`config.mk`:
```
export PLATFORM = sky130hd
export DESIGN_NAME = drt_ctrl
export DESIGN_NICKNAME = d
export VERILOG_FILES = /design/src/hdl/drt_pkg.sv /design/src/hdl/drt_ctrl.sv
export VERILOG_INCLUDE_DIRS = /design/src /design/src/hdl
export SDC_FILE = /design/constraint.sdc
export NUM_CORES = 1
export LEC_CHECK = 0
export BUFFER_PORTS_ARGS = -buffer_cell sky130_fd_sc_hd__buf_2
export CORE_UTILIZATION = 42
export CTS_CLUSTER_SIZE = 20
export DETAILED_ROUTE_END_ITERATION = 10
export PLACE_DENSITY = 0.74
export SYNTH_ARGS = -nofsm -noshare
export SYNTH_HDL_FRONTEND = slang
export SYNTH_SLANG_ARGS = --single-unit
export TNS_END_PERCENT = 100
```
`constraint.sdc`:
```
create_clock -name clk -period 1.6 [get_ports clk]
set_clock_uncertainty 0.2 [all_clocks]
set_input_delay 0.32 -clock clk [delete_from_list [all_inputs] [get_ports clk]]
set_output_delay 0.32 -clock clk [all_outputs]
set_load 0.005 [all_outputs]
```
`src/hdl/dirty_rect_tracker_top_macros.svh`:
```
// Assertion helpers shared by the tracker modules.
`ifndef DIRTY_RECT_TRACKER_TOP_MACROS_SVH
`define DIRTY_RECT_TRACKER_TOP_MACROS_SVH
// Implication that must hold at every edge outside reset.
`define DRT_ASSERT_IMP(label, ante, cons) \
  label: assert property (@(posedge clk) disable iff (!rst_n) (ante) |-> (cons)) \
    else $error("same-cycle check failed");
// Implication checked in the cycle after the antecedent.
`define DRT_ASSERT_NXT(label, ante, cons) \
  label: assert property (@(posedge clk) disable iff (!rst_n) (ante) |=> (cons)) \
    else $error("next-cycle check failed");
`endif

```
`src/hdl/drt_pkg.sv`:
```
// ---------------------------------------------------------------------------
// drt_pkg
// Types and codes shared by the dirty rectangle tracker.
// ---------------------------------------------------------------------------
package drt_pkg;
  localparam int unsigned CoordW = 16;
  localparam int unsigned EdgeW  = 18;

  typedef enum logic [1:0] {
    OP_ADD   = 2'd0,
    OP_TAKE  = 2'd1,
    OP_RESET = 2'd2,
    OP_NONE  = 2'd3
  } op_t;

  typedef enum logic [2:0] {
    ST_ADDED     = 3'd0,
    ST_DROPPED   = 3'd1,
    ST_TAKEN     = 3'd2,
    ST_EMPTY     = 3'd3,
    ST_COLLAPSED = 3'd4
  } status_t;

  typedef struct packed {
    logic [CoordW-1:0] left;
    logic [CoordW-1:0] top;
    logic [CoordW-1:0] right;
    logic [CoordW-1:0] bottom;
  } box_t;

  // datapath commands
  typedef struct packed {
    logic prep;        // align and clamp input box, load into candidate
    logic push_cand;   // push candidate onto stack
    logic pop_req;     // issue stack read at top-1
    logic pop_load;    // load candidate from stack read data
    logic tab_req;     // issue table read at scan index
    logic tab_check;   // compare candidate to table read data, push fragments
    logic scan_inc;
    logic scan_clr;
    logic append;      // write candidate at rect_count
    logic collapse;
    logic take_req;    // read entry rect_count-1
    logic take_load;   // latch taken box, decrement count
    logic clr_count;
  } cmd_t;

  typedef struct packed {
    logic prep_drop;
    logic stack_empty;
    logic push_busy;
    logic cand_empty;
    logic scan_done;
    logic hit;
    logic push_fail;
    logic table_full;
    logic count_zero;
  } sts_t;
endpackage

```
`src/hdl/drt_ctrl.sv`:
```
// ---------------------------------------------------------------------------
// drt_ctrl
// Sequencer for add, take and reset operations.
// ---------------------------------------------------------------------------
`include "dirty_rect_tracker_top_macros.svh"
module drt_ctrl (
  input  logic              clk,
  input  logic              rst_n,
  input  logic              in_fire,
  input  drt_pkg::op_t      op,
  input  drt_pkg::sts_t     sts,
  input  logic              out_free,
  output drt_pkg::cmd_t     cmd,
  output logic              busy,
  output logic              done,
  output drt_pkg::status_t  status
);
  import drt_pkg::*;

  typedef enum logic [3:0] {
    S_IDLE, S_PREP, S_CHK, S_PUSH, S_POP, S_POPW, S_LOAD, S_TREQ, S_TWAIT,
    S_TCHK, S_DEC, S_TAKE, S_TAKEW, S_TLOAD, S_DONE
  } state_t;

  state_t  state_r;
  status_t status_r;

  always_comb begin
    cmd = '0;
    case (state_r)
      S_PREP:  cmd.prep = 1'b1;
      S_PUSH:  cmd.push_cand = 1'b1;
      S_POP:   cmd.pop_req = !sts.stack_empty && !sts.push_busy;
      S_LOAD:  begin
        cmd.pop_load = 1'b1;
        cmd.scan_clr = 1'b1;
      end
      S_TREQ:  cmd.tab_req = 1'b1;
      S_TCHK:  begin
        cmd.tab_check = 1'b1;
        cmd.scan_inc  = 1'b1;
      end
      S_DEC:   begin
        if (sts.push_fail) begin
          cmd.collapse = 1'b1;
        end else if (!sts.cand_empty && !sts.hit && sts.scan_done) begin
          if (sts.table_full) begin
            cmd.collapse = 1'b1;
          end else begin
            cmd.append = 1'b1;
          end
        end
      end
      S_TAKE, S_TAKEW: cmd.take_req = 1'b1;
      S_TLOAD: cmd.take_load = 1'b1;
      S_IDLE:  cmd.clr_count = in_fire && (op == OP_RESET);
      default: cmd = '0;
    endcase
  end

  always_ff @(posedge clk) begin
    if (!rst_n) begin
      state_r  <= S_IDLE;
      status_r <= ST_DROPPED;
    end else begin
      case (state_r)
        S_IDLE: if (in_fire) begin
          case (op)
            OP_ADD, OP_RESET: state_r <= S_PREP;
            OP_TAKE: begin
              if (sts.count_zero) begin
                status_r <= ST_EMPTY;
                state_r  <= S_DONE;
              end else begin
                state_r <= S_TAKE;
              end
            end
            default: begin
              status_r <= ST_DROPPED;
              state_r  <= S_DONE;
            end
          endcase
        end
        S_PREP: state_r <= S_CHK;
        S_CHK: begin
          if (sts.prep_drop) begin
            status_r <= ST_DROPPED;
            state_r  <= S_DONE;
          end else begin
            state_r <= S_PUSH;
          end
        end
        S_PUSH: state_r <= S_POP;
        S_POP: begin
          if (sts.stack_empty) begin
            status_r <= ST_ADDED;
            state_r  <= S_DONE;
          end else if (!sts.push_busy) begin
            state_r <= S_POPW;
          end
        end
        S_POPW: state_r <= S_LOAD;
        S_LOAD: state_r <= S_TREQ;
        S_TREQ: begin
          if (sts.cand_empty || sts.scan_done) begin
            state_r <= S_DEC;
          end else begin
            state_r <= S_TWAIT;
          end
        end
        S_TWAIT: state_r <= S_TCHK;
        S_TCHK: state_r <= S_DEC;
        S_DEC: begin
          if (sts.push_fail || (!sts.cand_empty && !sts.hit && sts.scan_done &&
              sts.table_full)) begin
            status_r <= ST_COLLAPSED;
            state_r  <= S_DONE;
          end else if (sts.hit || sts.cand_empty || sts.scan_done) begin
            state_r <= S_POP;
          end else begin
            state_r <= S_TREQ;
          end
        end
        S_TAKE: state_r <= S_TAKEW;
        S_TAKEW: state_r <= S_TLOAD;
        S_TLOAD: begin
          status_r <= ST_TAKEN;
          state_r  <= S_DONE;
        end
        S_DONE: if (out_free) begin
          state_r <= S_IDLE;
        end
        default: state_r <= S_IDLE;
      endcase
    end
  end

  assign busy   = (state_r != S_IDLE);
  assign done   = (state_r == S_DONE) && out_free;
  assign status = status_r;

  `DRT_ASSERT_NXT(a_fire_leaves_idle, in_fire && !busy, busy)
  `DRT_ASSERT_IMP(a_no_fire_busy, busy, !in_fire)
endmodule

```
## Word-level counts from Yosys, hierarchy flattened

Cells that the tools add are included.

| operators by class | value |
|---|---|
| equality and inequality tests | 24 |
| mux-type cells | 33 |
| reductions and logical operators | 22 |

Operators with widths:

| kind | count |
|---|---|
| 4-bit one-hot mux with 15 select lines | 1 |
| 4-bit == test (second input constant) | 7 |
| 4-bit 2-to-1 mux | 6 |
| 3-bit 2-to-1 mux | 6 |
| 4-bit by 3-bit == test with 1-bit output (second input constant) | 4 |
| 3-bit one-hot mux with 5 select lines | 1 |
| 1-bit 2-to-1 mux | 12 |
| 2-bit != test (second input constant) | 6 |
| 2-bit 2-to-1 mux | 5 |
| 4-bit by 2-bit == test with 1-bit output (second input constant) | 2 |
| 4-bit one-hot mux with 2 select lines | 1 |
| 7-bit AND reduction | 1 |
| 1-bit logical AND | 6 |
| 3-bit != test (second input constant) | 2 |
| 3-bit one-hot mux with 2 select lines | 1 |
| 5-bit nonzero test | 1 |
| 4-bit by 1-bit == test with 1-bit output (second input constant) | 1 |
| 1-bit logical NOT | 4 |
| 4-bit logical NOT | 1 |
| 1-bit logical OR | 4 |
| 4-bit nonzero test | 1 |
| 2-bit OR reduction | 2 |
| 3-bit AND reduction | 1 |
| 2-bit by 1-bit == test with 1-bit output (second input constant) | 1 |
| other kinds (2) | 2 |

| word-level totals | value |
|---|---|
| register bits | 7 |
| bits of input ports | 15 |
| output and inout port bits | 18 |
| word-level logic and storage cells | 81 |

## Depth between registers and ports, before layout

| logic depth | value |
|---|---|
| word-level depth | 7 |
| mapped depth | 6 |
| mapped depth without buffers | 4 |

## Worst setup path after synthesis

Ideal clock, no wire load.

| timing path | value |
|---|---|
| path kind | register to register |
| from | register state_r[3] |
| to | register status_r[0], in the netlist status[0] |
| setup time | 123 ps |
| arrival | 1477 ps |
| required time | 1277 ps |
| setup slack | -200 ps |
| stages on the path, launching flop included | 5 |
| buffers on the path | 0 |
| clock period less this slack | 1800 ps |
| path through | dfxtp_1 -> or4_4 -> a21o_1 -> and4_1 -> mux2_1 |

| on the way | value |
|---|---|
| longest elaborated chain between the ends | 3 |
| elaborated cells between the ends (all ways) | 14 |
| classes of those cells | 10 x eq/ne; 1 x mux; 3 x reduce/logical |

Ends and longest elaborated chain:

| what | line | RTL |
|---|---|---|
| from (decl) | drt_ctrl.sv:25 | `state_t state_r;` |
| from (signal assigned) | drt_ctrl.sv:63 | `state_r <= S_IDLE;` |
| from (signal assigned) | drt_ctrl.sv:69 | `OP_ADD, OP_RESET: state_r <= S_PREP;` |
| from (signal assigned) | drt_ctrl.sv:73 | `state_r <= S_DONE;` |
| 4-bit == test, or another cell as far along | drt_ctrl.sv:66 | `case (state_r)` |
| 5-bit nonzero test (no line), or another cell as far along | -- |  |
| 7-bit AND reduction (no line) | -- |  |
| to (signal assigned) | drt_ctrl.sv:64 | `status_r <= ST_DROPPED;` |
| to (signal assigned) | drt_ctrl.sv:72 | `status_r <= ST_EMPTY;` |
| to (signal assigned) | drt_ctrl.sv:79 | `status_r <= ST_DROPPED;` |
| to (decl) | drt_ctrl.sv:26 | `status_t status_r;` |

Parallel ways exist; a longest one is shown, timed or not.
A chain may end at the register's enable or synchronous reset.

==> reports/metrics.cfg <==
[timing]
max_freq_mhz=479
period_share_pct=130
final_hold_viol_count=0
setup_viol=22
slew_violations=0
worst_pin_slew_ns=0.342
fin_hold_ws_ns=0.161
post-route-min-period_ns=2.09
slew_headroom_pct=77.0
rsz0062_at_grt=true
setup_ws_ns=-0.487

[yosys]
synth.area.top_cells=dfxtp_1 18%, nor3_1 5.1%, o21ai_0 5.1%, nor3b_1 3.8%, nor2b_1 3.2%
syn_area_sq_um=782
synthDominantCellAreaShare_pct=17.9
ys.flop_type=dfxtp_1
synthCells=102
synth_seq_cells=7
yosys_warnings=0
ys_top_cells_by_count=8 x nor3_1, 8 x o21ai_0, 7 x dfxtp_1, 5 x nand2_1
synth_edf_count=0
async_reset_ff_share_pct=0
synth_cell_types=49
syn_nets=117
yosysSeqAreaShare_pct=17.9
yosysTopAreaCell=dfxtp_1
synth_area_per_cell_sq_um=7.67

[worst_hold_path]
min_from=rst_n
holdCritPathClass=input port to flip-flop

[routing]
drtIter0Drc=61
final_antenna_net_count=0
wirelength_mm=3.93
drt_pre_antenna_iters=5
drc=0
wl_per_cell_microns=19.9
post_drt_via_cell_ratio=6.36
num_vias=1260

[placement]
dp.cells=178
gp_congestion=0.822
portBuffers=32
hpwl_mm=2.02

[floorplanning]
core_sq_mm=0.00173
pin_count=33
die_x_microns=45.2
initial_core_util_pct=45.3
std_cell_rows=15
die_area_sq_mm=0.00204
die_y_microns=45.2

[finish]
stdcell_count=198
area_growth_pct=98.7
antenna_cells=0
fill_cells=86
drive_above_1_share_pct=67.1
multiInputGateArea_sq_um=731
finalNetCount=189
register_area_sq_um=153

[clocking]
htree_levels=1
ctsHoldBuffers=0
cts_buffers=3
root_buffer=clkbuf_4
clkTransAtPathRegs_ns=0.07
clock_latency_ns=0.27
clock_sinks=7
cts_buffer_depth=2
cts_tree=done

[setup_path]
r2r_start=state_r[0]
crit_fanout=4
crit_arrival_ns=1.57
worstSetupPathType=flip-flop to output port
required_ns=1.08
startpoint=state_r[2]
endpoint_kind=output port
start_kind=flip-flop

[run_status]
status=complete, but fails checks
violations=negative setup slack

[global_route]
grt_pass1_vias=1049
grt_pass1_wl_mm=4.73
grt_usage_pct=32.2
grt_antenna_before_repair=0
grt_max_degree=14
overflow=0

[pwr]
vdd_drop_max_uv=1200
leakage_nw=0.707
power_density_mw_per_mm2=1820
total_power_mw=2.82

[run]
max-cap-violations=0

[worst max-delay path: stages (launching register included)]
cell and delay, ns:
dfxtp_4 0.36, nand4bb_4 0.20, or4_4 0.44, nor3b_2 0.17
buf_2 0.13
[metrics by stage]
stage / setup WS (ns) / TNS [ns] / instance area [sq um] / util, %
after CTS: -0.472 / -6.10 / 1410 / 81.4
final: -0.487 / -6.70 / 1550 / 90.0
after detailed placement: -0.295 / -2.39 / 1160 / 67.3
after floorplan: -0.186 / -0.428 / 832 / -
after global placement: -0.223 / -1.56 / 1160 / 67.3
after global routing: -0.519 / -7.38 / 1550 / 90.0
[power by group]
group	switching (mW)	internal (mW)
clock	0.0840	0.0962
sequential	0.0870	0.265
combinational	1.03	1.26
[cell usage in the layout (no fill, tap or decap), types with 2 or more instances in the layout]
| cell type | Yosys | final |
|---|---|---|
| nor2b_1 | 4 | 3 |
| a22oi_1 | 2 | 2 |
| nand2_1 | 5 | 3 |
| a311oi_2 | 0 | 2 |
| o21ai_0 | 8 | 7 |
| or4_4 | 1 | 2 |
| buf_2 | 3 | 30 |
| clkbuf_4 | 0 | 3 |
| or3b_1 | 2 | 2 |
| nand2_2 | 0 | 2 |
| dfxtp_4 | 0 | 3 |
| a21oi_1 | 4 | 4 |
| nor3_1 | 8 | 3 |
| nor3_4 | 0 | 2 |
| nor3_2 | 0 | 3 |
| nor2_2 | 0 | 2 |
| mux2i_1 | 2 | 2 |
| buf_6 | 1 | 13 |
| nor3b_1 | 4 | 2 |
| o21a_1 | 2 | 2 |
| buf_8 | 0 | 3 |
| and4b_1 | 2 | 2 |
| inv_1 | 3 | 2 |
| dfxtp_1 | 7 | 3 |
| buf_4 | 3 | 28 |
[worst paths after layout]
check	cells after the start	slack [ns]	endpoint
setup reg to reg	5	-0.37	status[0]
setup / recovery	4	-0.49	cmd[4]
hold / removal	2	0.16	status[2]
hold reg to reg	2	0.29	status[2]
[sequential cells by signal, indices dropped and copies added (netlist names)]
name	count
state_r	4
status	3
[cells by family after synthesis]
family,after synthesis,share of synthesized area [%]
simple gates,45,38.6
flops,7,17.9
mux,3,4.00
compound gates,34,30.4
buf+inv,13,9.12
[metal layers]
| metal | part of all wire, % | vias to the layer above | global-route usage [%] |
|---|---|---|---|
| met1 | 37 | 576 | 37.9 |
| met5 | 0 | - | 0 |
| met4 | 5.2 | 0 | 15.2 |
| li1 | - | 540 | - |
| met3 | 8.6 | 32 | 2.40 |
| met2 | 49 | 112 | 58.6 |
[layout make-up]
type,count,share of cell area (%)
inverter,3,0.725
tap,25,2.01
sequential,7,9.82
timing repair buffer,77,38.7
clock buffer,4,1.69
multi-input combinational,82,47.0
[repair_timing]
item	CTS	global route
setup endpoints to repair	22	22
buffers inserted	8	10
gates resized for setup	37	18
hold endpoints to repair	0	0
pin swaps	8	7
cloned	0	1
Note: power is estimated with default switching activity, not from simulation.
